File: config.mk
export PLATFORM = sky130hd
export DESIGN_NAME = dshot_four_channel_transmitter
export DESIGN_NICKNAME = d
export VERILOG_FILES = /design/src/hdl/dsh_pkg.sv /design/src/hdl/dsh_frame_enc.sv /design/src/hdl/dsh_core.sv /design/src/hdl/dshot_four_channel_transmitter.sv
export SDC_FILE = /design/constraint.sdc
export NUM_CORES = 1
export LEC_CHECK = 0
export ABC_AREA = 1
export BUFFER_PORTS_ARGS = -buffer_cell sky130_fd_sc_hd__buf_2
export CORE_UTILIZATION = 55
export CTS_BUF_LIST = sky130_fd_sc_hd__clkbuf_16
export DETAILED_ROUTE_END_ITERATION = 16
export HOLD_SLACK_MARGIN = 0.08
export MAX_ROUTING_LAYER = met4
export PLACE_DENSITY = 0.74
export SYNTH_ARGS = -nofsm -noshare
export SYNTH_HDL_FRONTEND = slang
export SYNTH_SLANG_ARGS = --single-unit
File: constraint.sdc
create_clock -name aclk -period 5.8 [get_ports aclk]
set_clock_uncertainty 0.2 [all_clocks]
set_input_delay 1.16 -clock aclk [delete_from_list [all_inputs] [get_ports aclk]]
set_output_delay 1.16 -clock aclk [all_outputs]
set_load 0.1 [all_outputs]
File: src/hdl/dsh_pkg.sv
// ----------------------------------------------------------------------------
// dsh_pkg
// Shared types and constants of the four-channel DShot transmitter.
// ----------------------------------------------------------------------------
`timescale 1ns / 1ps
`default_nettype none

package dsh_pkg;

    localparam int TICK_W     = 16;   // width of the bit cell timers
    localparam int GAP_W      = 24;   // width of the frame gap timer
    localparam int CH_NUM     = 4;
    localparam int THR_W      = 11;
    localparam int FRAME_W    = 16;
    localparam int BITCNT_W   = 5;
    localparam int CFG_IDX_W  = 3;
    localparam int CFG_DATA_W = 24;
    localparam int FUNC_W     = 2;

    localparam logic [BITCNT_W-1:0] FRAME_BITS  = BITCNT_W'(16);
    localparam logic [THR_W-1:0]    CMD_LIMIT   = THR_W'(48);
    localparam logic [15:0]         NIBBLE_MASK = 16'h000F;
    localparam logic [FRAME_W-1:0]  FRAME_RESET = 16'h0606;  // frame of throttle 48

    localparam logic [TICK_W-1:0] PERIOD_RESET  = TICK_W'(167);
    localparam logic [TICK_W-1:0] ZERO_HI_RESET = TICK_W'(63);
    localparam logic [TICK_W-1:0] ONE_HI_RESET  = TICK_W'(125);

    typedef enum logic [FUNC_W-1:0] {
        FUNC_TICK    = 2'd0,
        FUNC_LOAD    = 2'd1,
        FUNC_TRIGGER = 2'd2,
        FUNC_NONE    = 2'd3
    } func_t;

    typedef enum logic [CFG_IDX_W-1:0] {
        CFG_RUN_ENABLE = 3'd0,
        CFG_BIT_PERIOD = 3'd1,
        CFG_ZERO_HIGH  = 3'd2,
        CFG_ONE_HIGH   = 3'd3,
        CFG_FRAME_GAP  = 3'd4
    } cfg_idx_t;

    typedef enum logic [2:0] {
        PH_IDLE = 3'b001,
        PH_SEND = 3'b010,
        PH_GAP  = 3'b100
    } phase_t;

    typedef struct packed {
        logic                  we;
        logic [CFG_IDX_W-1:0]  index;
        logic [CFG_DATA_W-1:0] data;
    } cfg_write_t;

    typedef struct packed {
        logic              done;
        logic              busy;
        logic [CH_NUM-1:0] lines;   // bit 0 is channel one
    } result_t;

endpackage

`default_nettype wire

File: src/hdl/dsh_frame_enc.sv
// ----------------------------------------------------------------------------
// dsh_frame_enc
// Builds one 16-bit DShot frame: throttle, telemetry bit and nibble checksum.
// ----------------------------------------------------------------------------
`timescale 1ns / 1ps
`default_nettype none

module dsh_frame_enc (
    input  wire logic [dsh_pkg::THR_W-1:0]   throttle,
    output logic      [dsh_pkg::FRAME_W-1:0] frame
);
    import dsh_pkg::*;

    logic        tel_bit;
    logic [11:0] payload;
    logic [11:0] csum_wide;

    // command values get the telemetry request bit
    assign tel_bit   = (throttle != '0) && (throttle < CMD_LIMIT);
    assign payload   = {throttle, tel_bit};
    assign csum_wide = (payload ^ (payload >> 4) ^ (payload >> 8)) & NIBBLE_MASK[11:0];
    assign frame     = {payload, csum_wide[3:0]};

endmodule

`default_nettype wire

File: src/hdl/dsh_core.sv
// ----------------------------------------------------------------------------
// dsh_core
// Configuration registers, frame store and bit cell sequencer.
// ----------------------------------------------------------------------------
`timescale 1ns / 1ps
`default_nettype none

module dsh_core (
    input  wire logic                                      aclk,
    input  wire logic                                      aresetn,
    input  wire logic                                      step,
    input  wire logic [dsh_pkg::FUNC_W-1:0]                func,
    input  wire logic [dsh_pkg::CH_NUM*dsh_pkg::THR_W-1:0] throttles,
    input  wire dsh_pkg::cfg_write_t                       cfg,
    output dsh_pkg::result_t                               result
);
    import dsh_pkg::*;

    logic                run_reg;
    logic [TICK_W-1:0]   period_reg;
    logic [TICK_W-1:0]   zero_hi_reg;
    logic [TICK_W-1:0]   one_hi_reg;
    logic [GAP_W-1:0]    gap_len_reg;

    logic [FRAME_W-1:0]  pending_reg [CH_NUM];
    logic [FRAME_W-1:0]  pending_next [CH_NUM];
    logic [FRAME_W-1:0]  active_reg [CH_NUM];
    logic [FRAME_W-1:0]  active_next [CH_NUM];
    logic [FRAME_W-1:0]  enc_frame [CH_NUM];
    logic [BITCNT_W-1:0] bit_cnt_reg, bit_cnt_next;
    logic [TICK_W-1:0]   cell_cnt_reg, cell_cnt_next;
    logic [GAP_W-1:0]    gap_cnt_reg, gap_cnt_next;
    phase_t              phase_reg, phase_next;
    logic                done_next;

    logic [TICK_W-1:0]   cell_inc;
    logic [BITCNT_W-1:0] bit_inc;
    logic [GAP_W-1:0]    gap_inc;
    logic                start;

    for (genvar g = 0; g < CH_NUM; g++) begin : g_enc
        dsh_frame_enc u_enc (
            .throttle (throttles[g*THR_W +: THR_W]),
            .frame    (enc_frame[g])
        );
    end

    assign cell_inc = cell_cnt_reg + TICK_W'(1);
    assign bit_inc  = bit_cnt_reg + BITCNT_W'(1);
    assign gap_inc  = gap_cnt_reg + GAP_W'(1);

    always_comb begin
        pending_next  = pending_reg;
        active_next   = active_reg;
        bit_cnt_next  = bit_cnt_reg;
        cell_cnt_next = cell_cnt_reg;
        gap_cnt_next  = gap_cnt_reg;
        phase_next    = phase_reg;
        done_next     = 1'b0;
        start         = 1'b0;

        if (step) begin
            case (func_t'(func))
                FUNC_TICK: begin
                    if (!run_reg) begin
                        phase_next    = PH_IDLE;
                        bit_cnt_next  = '0;
                        cell_cnt_next = '0;
                        gap_cnt_next  = '0;
                    end else if (phase_reg == PH_SEND) begin
                        if (period_reg <= TICK_W'(1) || cell_inc >= period_reg) begin
                            cell_cnt_next = '0;
                            bit_cnt_next  = bit_inc;
                            if (bit_inc >= FRAME_BITS) begin
                                done_next    = 1'b1;
                                bit_cnt_next = '0;
                                gap_cnt_next = '0;
                                phase_next   = (gap_len_reg != '0) ? PH_GAP : PH_IDLE;
                            end
                        end else begin
                            cell_cnt_next = cell_inc;
                        end
                    end else if (phase_reg == PH_GAP) begin
                        if (gap_inc >= gap_len_reg) begin
                            start = 1'b1;
                        end else begin
                            gap_cnt_next = gap_inc;
                        end
                    end
                end
                FUNC_LOAD: begin
                    pending_next = enc_frame;
                end
                FUNC_TRIGGER: begin
                    start = run_reg && (phase_reg != PH_SEND);
                end
                default: begin
                end
            endcase
        end

        if (start) begin
            active_next   = pending_reg;
            phase_next    = PH_SEND;
            bit_cnt_next  = '0;
            cell_cnt_next = '0;
            gap_cnt_next  = '0;
        end

        // enable 0 resets the sequencer; 1 from idle starts the gap
        if (cfg.we && cfg.index == CFG_RUN_ENABLE) begin
            if (!cfg.data[0]) begin
                phase_next    = PH_IDLE;
                bit_cnt_next  = '0;
                cell_cnt_next = '0;
                gap_cnt_next  = '0;
            end else if (phase_reg == PH_IDLE && gap_len_reg != '0) begin
                phase_next   = PH_GAP;
                gap_cnt_next = '0;
            end
        end
    end

    always_ff @(posedge aclk) begin
        if (!aresetn) begin
            run_reg      <= 1'b0;
            period_reg   <= PERIOD_RESET;
            zero_hi_reg  <= ZERO_HI_RESET;
            one_hi_reg   <= ONE_HI_RESET;
            gap_len_reg  <= '0;
            pending_reg  <= '{default: FRAME_RESET};
            active_reg   <= '{default: '0};
            bit_cnt_reg  <= '0;
            cell_cnt_reg <= '0;
            gap_cnt_reg  <= '0;
            phase_reg    <= PH_IDLE;
        end else begin
            pending_reg  <= pending_next;
            active_reg   <= active_next;
            bit_cnt_reg  <= bit_cnt_next;
            cell_cnt_reg <= cell_cnt_next;
            gap_cnt_reg  <= gap_cnt_next;
            phase_reg    <= phase_next;
            if (cfg.we) begin
                case (cfg_idx_t'(cfg.index))
                    CFG_RUN_ENABLE: run_reg     <= cfg.data[0];
                    CFG_BIT_PERIOD: period_reg  <= cfg.data[TICK_W-1:0];
                    CFG_ZERO_HIGH:  zero_hi_reg <= cfg.data[TICK_W-1:0];
                    CFG_ONE_HIGH:   one_hi_reg  <= cfg.data[TICK_W-1:0];
                    CFG_FRAME_GAP:  gap_len_reg <= cfg.data[GAP_W-1:0];
                    default: begin
                    end
                endcase
            end
        end
    end

    // line levels as seen after the item
    always_comb begin
        logic send_on;
        send_on = run_reg && (phase_next == PH_SEND) && (bit_cnt_next < FRAME_BITS);
        for (int i = 0; i < CH_NUM; i++) begin
            if (active_next[i][~bit_cnt_next[3:0]]) begin
                result.lines[i] = send_on && (cell_cnt_next < one_hi_reg);
            end else begin
                result.lines[i] = send_on && (cell_cnt_next < zero_hi_reg);
            end
        end
        result.busy = run_reg && (phase_next == PH_SEND);
        result.done = done_next;
    end

endmodule

`default_nettype wire

File: src/hdl/dshot_four_channel_transmitter.sv
// Inputs pass the input register, then the result register to the master side.
// Throughput: one item per cycle; the input register, sequencer update and
// result register each take one item per clock, stalls come only from m_axis_tready.
// Reset: synchronous, active low; clears both stages, the sequencer (idle) and
// the registers to enable 0, period 167, zero high 63, one high 125, gap 0.
// ----------------------------------------------------------------------------
// dshot_four_channel_transmitter
// Four-channel DShot frame sender with stream input, result and config ports.
// ----------------------------------------------------------------------------
`timescale 1ns / 1ps
`default_nettype none

module dshot_four_channel_transmitter (
    input  wire logic                          aclk,
    input  wire logic                          aresetn,
    input  wire logic                          s_axis_tvalid,
    output logic                               s_axis_tready,
    // throttle_a [10:0], throttle_b [21:11], throttle_c [32:22], throttle_d [43:33]
    input  wire logic [47:0]                   s_axis_tdata,
    // func [1:0]
    input  wire logic [dsh_pkg::FUNC_W-1:0]    s_axis_tuser,
    output logic                               m_axis_tvalid,
    input  wire logic                          m_axis_tready,
    // line_a [0], line_b [1], line_c [2], line_d [3], frame_busy [4], frame_done [5]
    output logic [7:0]                         m_axis_tdata,
    input  wire logic                          cfg_valid,
    output logic                               cfg_ready,
    input  wire logic [dsh_pkg::CFG_IDX_W-1:0] cfg_index,
    input  wire logic [dsh_pkg::CFG_DATA_W-1:0] cfg_data
);
    import dsh_pkg::*;

    logic                    in_valid_reg;
    logic [FUNC_W-1:0]       in_func_reg;
    logic [CH_NUM*THR_W-1:0] in_thr_reg;
    logic                    out_valid_reg;
    result_t                 out_data_reg;
    result_t                 result;
    cfg_write_t              cfg;
    logic                    fire;

    // advance when the result stage is free or draining
    assign fire          = in_valid_reg && (!out_valid_reg || m_axis_tready);
    assign s_axis_tready = !in_valid_reg || fire;
    assign cfg_ready     = 1'b1;

    assign cfg.we    = cfg_valid;
    assign cfg.index = cfg_index;
    assign cfg.data  = cfg_data;

    always_ff @(posedge aclk) begin
        if (!aresetn) begin
            in_valid_reg <= 1'b0;
        end else if (s_axis_tready) begin
            in_valid_reg <= s_axis_tvalid;
        end
    end

    always_ff @(posedge aclk) begin
        if (s_axis_tvalid && s_axis_tready) begin
            in_func_reg <= s_axis_tuser;
            in_thr_reg  <= s_axis_tdata[CH_NUM*THR_W-1:0];
        end
    end

    dsh_core u_core (
        .aclk      (aclk),
        .aresetn   (aresetn),
        .step      (fire),
        .func      (in_func_reg),
        .throttles (in_thr_reg),
        .cfg       (cfg),
        .result    (result)
    );

    always_ff @(posedge aclk) begin
        if (!aresetn) begin
            out_valid_reg <= 1'b0;
        end else if (fire) begin
            out_valid_reg <= 1'b1;
        end else if (m_axis_tready) begin
            out_valid_reg <= 1'b0;
        end
    end

    always_ff @(posedge aclk) begin
        if (fire) begin
            out_data_reg <= result;
        end
    end

    assign m_axis_tvalid = out_valid_reg;
    assign m_axis_tdata  = {2'b00, out_data_reg};

endmodule

`default_nettype wire

; ---- After elaboration in Yosys (flattened, before gate mapping)
; Index checks and enable logic that the tools add are counted.
[classes]
n_addsub = 3
order_cmp = 12
eq_ne = 11
mux = 62
bitwise = 9
reduce_logical = 33
[op_table]
columns = cell, count
row1 = $mux 24, 12
row2 = $mux 16, 8
row3 = $mux 64, 1
row4 = $mux 5, 9
row5 = $lt 11x6->1 const B, 4
row6 = $reduce_bool 11->1, 4
row7 = $mux 3, 11
row8 = $lt 16x16->1, 2
row9 = $xor 4x4->4, 8
row10 = $add 24x1->24 const B, 1
row11 = $ge 24x24->1, 1
row12 = $reduce_bool 24->1, 1
row13 = $add 16x1->16 const B, 1
row14 = $bmux 1 s4, 4
row15 = $ge 16x16->1, 1
row16 = $le 16x1->1 const B, 1
row17 = $mux 1, 16
row18 = $logic_and 1x1->1, 13
row19 = $eq 3x2->1 const B, 4
row20 = $reduce_and 2->1, 6
row21 = $eq 3x1->1 const B, 2
row22 = $eq 3x3->1 const B, 2
row23 = $add 5x1->5 const B, 1
row24 = $ge 5x5->1 const B, 1
row25 = other kinds (13), 16
[word_totals]
regBits = 303
inputBits = 82
out_inout_bits = 11
word_cells = 154

; ---- Depth between registers and ports, before layout
; Gate-level depths: netlist of the first run.
[depth]
word_depth = 17
ltp_mapped = 35
depth_no_buf = 34

; ---- By module
; From an unflattened synthesis of the first run, not the netlist that was laid out.
[unflattened]
cells_unflattened = 2122
hier_area_um2 = 15702.6
[by_module_without_submodules]
columns = module, n_inst, cells_each, area_per_inst_um2, seq_area_each_um2
row1 = dsh_core, 1, 1868, 12986.2, 4984.8
row2 = dshot_four_channel_transmitter, 1, 70, 1686.6, 1601.5
row3 = dsh_frame_enc at u_core.g_enc[0].u_enc ..., 3, 46, 257.7, 0.0
row4 = dsh_frame_enc at u_core.g_enc[3].u_enc, 1, 46, 256.5, 0.0

; ---- Least setup slack after synthesis of the first run
; Ideal clock, no wire load.
[synth_path]
path_type = register to register
startpoint = register u_core.gap_cnt_reg[0]
endpoint = register out_data_reg (netlist bit m_axis_tdata[0]), data pin
setup_ps = 130
t_arrival_ps = 4596
slack_ps = 874
path_stages_with_launch = 34
synth_period_minus_slack_ps = 4926
cell_sequence = dfxtp_1 ha_1 nand3_2 nor3_4 nand2_1 nor4_4 nand3_1 nor2_1 nand3_1 nor3_2 nand3_1 xor2_1 ha_1 nand2_1 nor2_1 nand4_1 nor2_1 nand2_1 nand2_2 nand2_4 nand2_8 nand2_4 nand2_1 clkbuf_1 nor2_1 ha_1 a21oi_1 nor2_1 a211oi_1 o221a_2 nand3_1 a21oi_2 nand2_1 nand2_1
[synth_lines]
columns = item, line_no
row1 = start: declaration, dsh_core.sv:32  ; logic [GAP_W-1:0] gap_cnt_reg, gap_cnt_next;
row2 = start signal: assignment, dsh_core.sv:142  ; gap_cnt_reg <= gap_cnt_next;
row3 = end signal: assignment, dshot_four_channel_transmitter.sv:88  ; out_data_reg <= result;
row4 = end: declaration, dshot_four_channel_transmitter.sv:37  ; result_t out_data_reg;

==> run metrics, run 1 <==
class of the worst hold path flip-flop to flip-flop; Layout Nets roughly 2100; EDFF count, synth 52; antenna fix cells 0; via density per instance between 5 and 6; global-route wire length before repair just under 60000 um; Int Power between 0.003 and 0.004 W; top_reg_cell synth dfxtp_1; Skew-Pair Late Insertion Delay between 0.5 and 0.6 ns; CTS Hold Bufs 0; all-layer global routing usage between 20% and 30%; Remaining Overflow, GRT 0; reg2reg path depth 33; Relative slew margins between 20 and 30%; Detailed Route WL ~36000 um; slowest library cell on the worst path dfxtp_1; Period Utilization, post-route approximately 94%; Area contributors post-synth dfxtp_1, edfxtp_1, nand2_1; ys async rst share 0%; R2R Path End m_axis_tdata[3]; number of H-tree levels 2; Fill cells 2361; clk buf depth 3; part of the power in combinational logic roughly 6.6%; crit path launch type flip-flop; Worst VDD drop 0.325 mV; largest area contributor in the netlist dfxtp_1; DRT antenna net count 0; initial antenna violation count 0; DR pass1 iterations 6; setup violators final 0; Max Fanout on Critical Path 9; status finished, final reports clean; placed instance count 2290; core area ~0.027 mm^2; clock sink count just over 300; Warnings, synthesis 0; CTS tree yes; Avg Inst Size Synth 7.75 um^2; largest net degree at the start of global routing between 90 and 100; worst r2r src u_core.gap_cnt_reg[1]; Avg WL per Cell about 15 um; max-slew violations 0; Post-Layout Inst Area approximately 0.017 mm^2; crit path capture type flip-flop; Fin Hold WS about 0.26 ns; MaxCap Viol Count 0; leakage between 7 and 8 nW; gpl congestion roughly 0.94; Hold Path Stages 2; Initial Util between 50 and 60%; worst slew pin tran about 1.1 ns; number of global-route vias before repair 12300; Clk network pwr share between 40% and 50%; Final Hold Viols 0; Worst-path clk slew 0.06 ns; Critical Path RT between 5 and 6 ns; share of power burned in registers ~49%; Layout Cells excl Fill ~2400; Setup CP Type flip-flop to flip-flop; Switching Share about a quarter; CP peak stage delay about 0.37 ns; I/O pin cnt 93; dpl cell area between 0.015 and 0.02 mm^2; CTS Buf Count 34; Row Count 60; cells after synthesis 1938; DR DRC count 0; Mapped Area 0.0150 mm^2; IO buf count 85; DIE AREA ~0.028 mm^2; share of the synthesized area in the top cell type 33.4%; Max Freq ~180 MHz; sequential area share after synthesis around 44%; Root Driver clkbuf_16; DIE HEIGHT between 150 and 200 um; Psw 0.00111 W; Crit path arrival time ~5.6 ns; Die Span X 167 um; Synth cell types 58; Pwr Density roughly 270 mW/mm^2; share of post-route cells with drive strength above 1 a little over a tenth; hpwl dp ~25000 um; synthesis-stage register bit count between 300 and 400; Period minus WS final 5.47 ns; Vias between 10000 and 15000; Critical Path Source u_core.gap_cnt_reg[1]; crit-path most repeated cell nand2_1; layout overhead on the synthesized area 11.4%; end of the critical path m_axis_tdata[3]; DRT iter0 DRCs around 1100; FF-to-FF setup slack ~0.33 ns
[metrics by stage]
| stage | util (%) | TNS [ns] | total power (W) | setup slack (ns) |
|---|---|---|---|---|
| finish | 62.3 | 0 | 0.00455 | 0.327 |
| detailed placement | 58.0 | 0 | 0.00258 | 0.336 |
| floorplan | - | 0 | 0.00249 | 0.874 |
| global placement | 58.0 | 0 | 0.00257 | 0.416 |
| global route | 62.3 | -0.0266 | 0.00471 | -0.0185 |
| CTS | 61.9 | 0 | 0.00458 | 0.278 |
[worst min-delay path by stage]
stage,start,endpoint,slack (ns)
4_1_cts,u_core.zero_hi_reg[0],u_core.zero_hi_reg[0],0.26
5_1_grt,u_core.zero_hi_reg[7],u_core.zero_hi_reg[7],0.28
3_5_place_dp,u_core.zero_hi_reg[0],u_core.zero_hi_reg[0],0.24
2_1_floorplan,u_core.one_hi_reg[0],u_core.one_hi_reg[0],0.23
6_report,u_core.zero_hi_reg[0],u_core.zero_hi_reg[0],0.26
3_3_place_gp,u_core.zero_hi_reg[0],u_core.zero_hi_reg[0],0.24
[kinds of logic after synthesis]
family / after synthesis / synth area share (%)
adder cells (fa/ha/maj): 73 / 6.08
AO/OA/AOI/OAI: 390 / 14.3
other: 2 / 0.0500
XOR/XNOR: 62 / 3.61
flip-flops: 303 / 43.8
buffers and inverters: 309 / 8.34
AND/OR/NAND/NOR: 799 / 23.8
[synthesized netlist by cell type (all sizes together) (2+ instances only)]
cell and instances:
a2111oi 2, a211oi 11, a21o 2, a21oi 192, a221oi 2, a22oi 11
a31oi 3, buf 26, clkbuf 65, clkinv 3, conb 2, dfxtp 251
edfxtp 52, ha 73, inv 215, nand2 393, nand3 191, nand4 21
nor2 146, nor3 30, nor4 13, o211ai 14, o21a 2, o21ai 136
o21bai 2, o22ai 6, o311ai 2, xnor2 17, xor2 45
[power groups by stage]
stage	sequential [W]	combinational (W)	clock [W]
3_5_place_dp	0.00228	0.000297	0
5_1_grt	0.00224	0.000334	0.00213
2_1_floorplan	0.00228	0.000201	0
3_3_place_gp	0.00228	0.000289	0
6_report	0.00224	0.000301	0.00201
4_1_cts	0.00224	0.000298	0.00204
[critical path: cells and delay by family (launching register included)]
kind | cells | cell delay (ns)
DFF | 1 | 0.37
adders and majority gates | 3 | 0.78
AOI/OAI and AO/OA | 4 | 0.74
buffers and inverters | 1 | 0.16
xor gates and xnor gates | 1 | 0.18
and+or+nand+nor | 24 | 2.90
[per-layer routing]
layer  wire, um  up-vias  track usage [%]  part of all wire (%)
met5          0        -                -                     0
met2      17800      369             45.1                    49
met1      15800     6086             33.3                    44
met3       1780       62             2.84                   4.9
met4        804        0             7.86                   2.2
li1           -     6557                -                     -
[timing repair]
item | in CTS | in global routing
gates resized for setup | 0 | 16
setup endpoints to repair | 0 | 4
buffers inserted | 0 | 5
[cells in the final DEF, fill, tap and decap left out, types with 14 or more instances in the layout]
master	netlist	layout
inv_1	200	207
xor2_1	45	42
nand3_1	188	187
o211ai_1	14	14
inv_2	14	16
buf_2	13	84
a21oi_1	188	188
nor2_1	139	138
nand4_1	21	21
nand2_1	382	380
o21ai_0	128	128
ha_1	73	72
nor3_1	22	21
buf_4	6	19
edfxtp_1	52	52
clkbuf_16	0	35
xnor2_1	17	17
dfxtp_1	251	250
[layout make-up]
class                      instances  area [um^2]  area share, %
timing repair buffer             106          609           3.64
clock buffer                      35          876           5.23
tap                              341          427           2.55
multi-input combinational       1327         7240           43.3
inverter                         218          821           4.90
sequential                       303         6590           39.4
clock inverter                    26          170           1.02
Note: power is estimated with default switching activity, not from simulation.
==> run 2: changes to the inputs <==
--- a/config.mk
+++ b/config.mk
@@ -5,7 +5,6 @@
 export SDC_FILE = /design/constraint.sdc
 export NUM_CORES = 1
 export LEC_CHECK = 0
-export ABC_AREA = 1
 export BUFFER_PORTS_ARGS = -buffer_cell sky130_fd_sc_hd__buf_2
 export CORE_UTILIZATION = 55
 export CTS_BUF_LIST = sky130_fd_sc_hd__clkbuf_16
@@ -13,6 +12,7 @@
 export HOLD_SLACK_MARGIN = 0.08
 export MAX_ROUTING_LAYER = met4
 export PLACE_DENSITY = 0.74
+export SLEW_MARGIN = 20
 export SYNTH_ARGS = -nofsm -noshare
 export SYNTH_HDL_FRONTEND = slang
 export SYNTH_SLANG_ARGS = --single-unit
==> constraint.sdc (replaced) <==
create_clock -name aclk -period 6.06 [get_ports aclk]
set_clock_uncertainty 0.2 [all_clocks]
set_input_delay 1.212 -clock aclk [delete_from_list [all_inputs] [get_ports aclk]]
set_output_delay 1.212 -clock aclk [all_outputs]
set_load 0.1 [all_outputs]
==> run 2 against run 1 <==
Effect of this change: first-iteration DRC count fell by 17%; cell area rose by 2.3%; power fell by 5.9%; final cell count fell by 6.5%; utilization rose by 1.4 points; count of clock-buffer cells in the layout did not move; largest power group unchanged.
==> run metrics, run 2 <==
status finished, final reports clean; top-count cell post-synth nand2_1; via density per instance 5.66 (+2.0%); DIE HEIGHT 167 um (unchanged); Fill cells 2324 (-1.6%); IO buf count 85 (unchanged); Psw 0.00100 W (-9.4%); ys async rst share 0% (unchanged); layout overhead on the synthesized area 13.9%; Switching Share 23.4% (-0.91 points); largest area contributor in the netlist dfxtp_1; setup violators final 0 (unchanged); crit-path most repeated cell nand4_1; all-layer global routing usage 26.2% (-0.37 points); share of the synthesized area in the top cell type 33.4% (unchanged); Worst VDD drop 0.230 mV (-29%); synthesis-stage register bit count 303 (unchanged); DRT iter0 DRCs 899 (-17%); worst slew pin tran 1.01 ns (-0.0465 ns); EDFF count, synth 52 (unchanged); Avg WL per Cell 16.3 um (+5.8%); RSZ-0062 raised after global routing false; crit path launch type flip-flop; Worst Path Buf+Inv 4 (+3); number of H-tree levels 2 (unchanged); Synth cell types 70 (+21%); Die Span X 167 um (unchanged); commonest non-fill, non-tap cell in the layout nand2_1; Final Hold Viols 0 (unchanged); Layout Nets 1992 (-7.1%); Avg Inst Size Synth 8.60 um^2 (+11%); Mapped Area 0.0150 mm^2 (unchanged); I/O pin cnt 93 (unchanged); most frequent cells in the layout nand2_1, dfxtp_1, a21boi_0; max-slew violations 0 (unchanged); CTS Buf Count 35 (+2.9%); Setup CP Type flip-flop to flip-flop; class of the worst hold path flip-flop to flip-flop; Max Freq 176 MHz (-3.6%); largest net degree at the start of global routing 93 (-1.1%); DRT antenna net count 0 (unchanged); Period minus WS final 5.68 ns (+0.204 ns); sequential area share after synthesis 43.8% (unchanged); clock sink count 303 (unchanged); Clk network pwr share 44.6% (+0.4 points); Initial Util 55.9% (unchanged); Layout Cells excl Fill 2203 (-6.5%); Max Fanout on Critical Path 12 (+3); MaxCap Viol Count 0 (unchanged); CP delay by family, top simple AND/OR/NAND/NOR gates; part of the power in combinational logic 5.7% (-0.9 points); DR DRC count 0 (unchanged); Skew-Pair Late Insertion Delay 0.52 ns (about the same); top_reg_cell synth dfxtp_1; Remaining Overflow, GRT 0 (unchanged); Crit path arrival time 5.84 ns (+0.21 ns); DR pass1 iterations 6 (unchanged); Area contributors post-synth dfxtp_1, edfxtp_1, nand2_1; initial antenna violation count 0 (unchanged); Warnings, synthesis 0 (unchanged); crit path capture type flip-flop; Period Utilization, post-route 93.7% (-0.67 points); global-route wire length before repair 58200 um (-2.5%); CP peak stage delay 0.37 ns (about the same); antenna fix cells 0 (unchanged); Worst-path clk slew 0.06 ns (about the same); Relative slew margins 32.4% (+3.7 points); Critical Path RT 6.22 ns (+0.26 ns); clk buf depth 3 (unchanged); core area 0.0269 mm^2 (unchanged); Int Power 0.00328 W (-4.7%); Pwr Density 250 mW/mm^2 (-8.0%); gpl congestion 0.883 (-6.0%); DIE AREA 0.0280 mm^2 (unchanged); share of power burned in registers 49.7% (+0.5 points); final setup TNS 0 ns (unchanged); leakage 6.84 nW (-8.8%); Row Count 60 (unchanged); Root Driver clkbuf_16; placed instance count 2140 (-6.6%); share of post-route cells with drive strength above 1 12.9% (+2.1 points); Vias 12500 (-4.7%); number of global-route vias before repair 11700 (-4.2%); synth cell count leaders nand2_1, dfxtp_1, a21boi_0, nor2_1, clkbuf_1; cells after synthesis 1747 (-9.9%); hpwl dp 24500 um (-0.88%); Detailed Route WL 35800 um (-1.1%); CTS tree yes; slowest library cell on the worst path dfxtp_2
## run 2: changes by cell type after synthesis, sizes merged, moves of 14 or more
cell / previous run / this run
inv: 215 / 78
xnor2: 17 / 36
and2: 1 / 33
and3: 1 / 25
a21boi: 1 / 159
nand3b: 1 / 16
o21ai: 136 / 55
nand2: 393 / 417
nand3: 191 / 49
nor2: 146 / 82
a21oi: 192 / 67
clkbuf: 65 / 79
mux2i: 0 / 32
## run 2: worst paths after layout
check / startpoint / end / slack [ns] / depth (start not counted)
max reg2reg: u_core.cell_cnt_reg[0] / m_axis_tdata[2] / 0.38 / 29
min: u_core.pending_reg[57] / u_core.active_reg[57] / 0.26 / 2
min reg2reg: u_core.pending_reg[57] / u_core.active_reg[57] / 0.26 / 2
max: u_core.cell_cnt_reg[0] / m_axis_tdata[2] / 0.38 / 29
## run 2: routing by layer
layer | wire length, um | vias up | global-route usage (%) | part of all wire (%)
met5 | 0 | - | - | 0
met4 | 834 | 0 | 8.58 | 2.3
met3 | 1910 | 66 | 3.26 | 5.3
met2 | 16900 | 349 | 42.6 | 47
met1 | 16200 | 5862 | 33.8 | 45
li1 | - | 6188 | - | -
## run 2: final cells by class
type / count / area [um^2] / share of cell area (%)
Inverter: 78 / 293 / 1.71
Tap cell: 341 / 427 / 2.49
Multi-Input combinational cell: 1275 / 7900 / 46.1
Clock inverter: 27 / 161 / 0.943
Clock buffer: 35 / 876 / 5.12
Timing Repair Buffer: 144 / 875 / 5.11
Sequential cell: 303 / 6590 / 38.5
## run 2: through the flow
step           setup WS (ns)  hold WS, ns  utilization, %  cell area (um^2)  total power [W]
3_5_place_dp          0.0618        0.257            59.4             16000          0.00241
4_1_cts               0.0482        0.262            63.2             17000          0.00431
3_3_place_gp           0.211        0.250            59.4             16000          0.00241
5_1_grt              0.00502        0.280            63.7             17100          0.00442
2_1_floorplan          0.190        0.240               -             15000          0.00232
6_report               0.383        0.261            63.7             17100          0.00428
## run 2: logic make-up after synthesis
| logic type | share of synthesized area [%] |
|---|---|
| buf+inv | 4.46 |
| simple gates | 21.5 |
| compound gates | 17.8 |
| mux | 2.22 |
| fa+ha+maj | 6.08 |
| other cells | 0.0500 |
| xor+xnor | 4.08 |
| flops | 43.8 |
## run 2: power groups by stage
stage	logic [W]	clock network, W	registers (W)
floorplan	0.000148	0	0.00218
finish	0.000244	0.00191	0.00213
CTS	0.000242	0.00194	0.00213
detailed placement	0.000240	0	0.00217
global route	0.000267	0.00202	0.00213
global placement	0.000236	0	0.00217
## run 2: timing repair
action | 4_1_cts | 5_1_grt
resized for setup | 0 | 33
hold buffers | 0 | 0
setup endpoints to repair | 0 | 4
setup buffers | 0 | 1
## run 2: worst min-delay path: cells and delay by family (launching register included)
| kind | cells | cell delay (ns) |
|---|---|---|
| AND/OR/NAND/NOR | 1 | 0.05 |
| flip-flops | 1 | 0.31 |
| AO/OA/AOI/OAI | 1 | 0.06 |
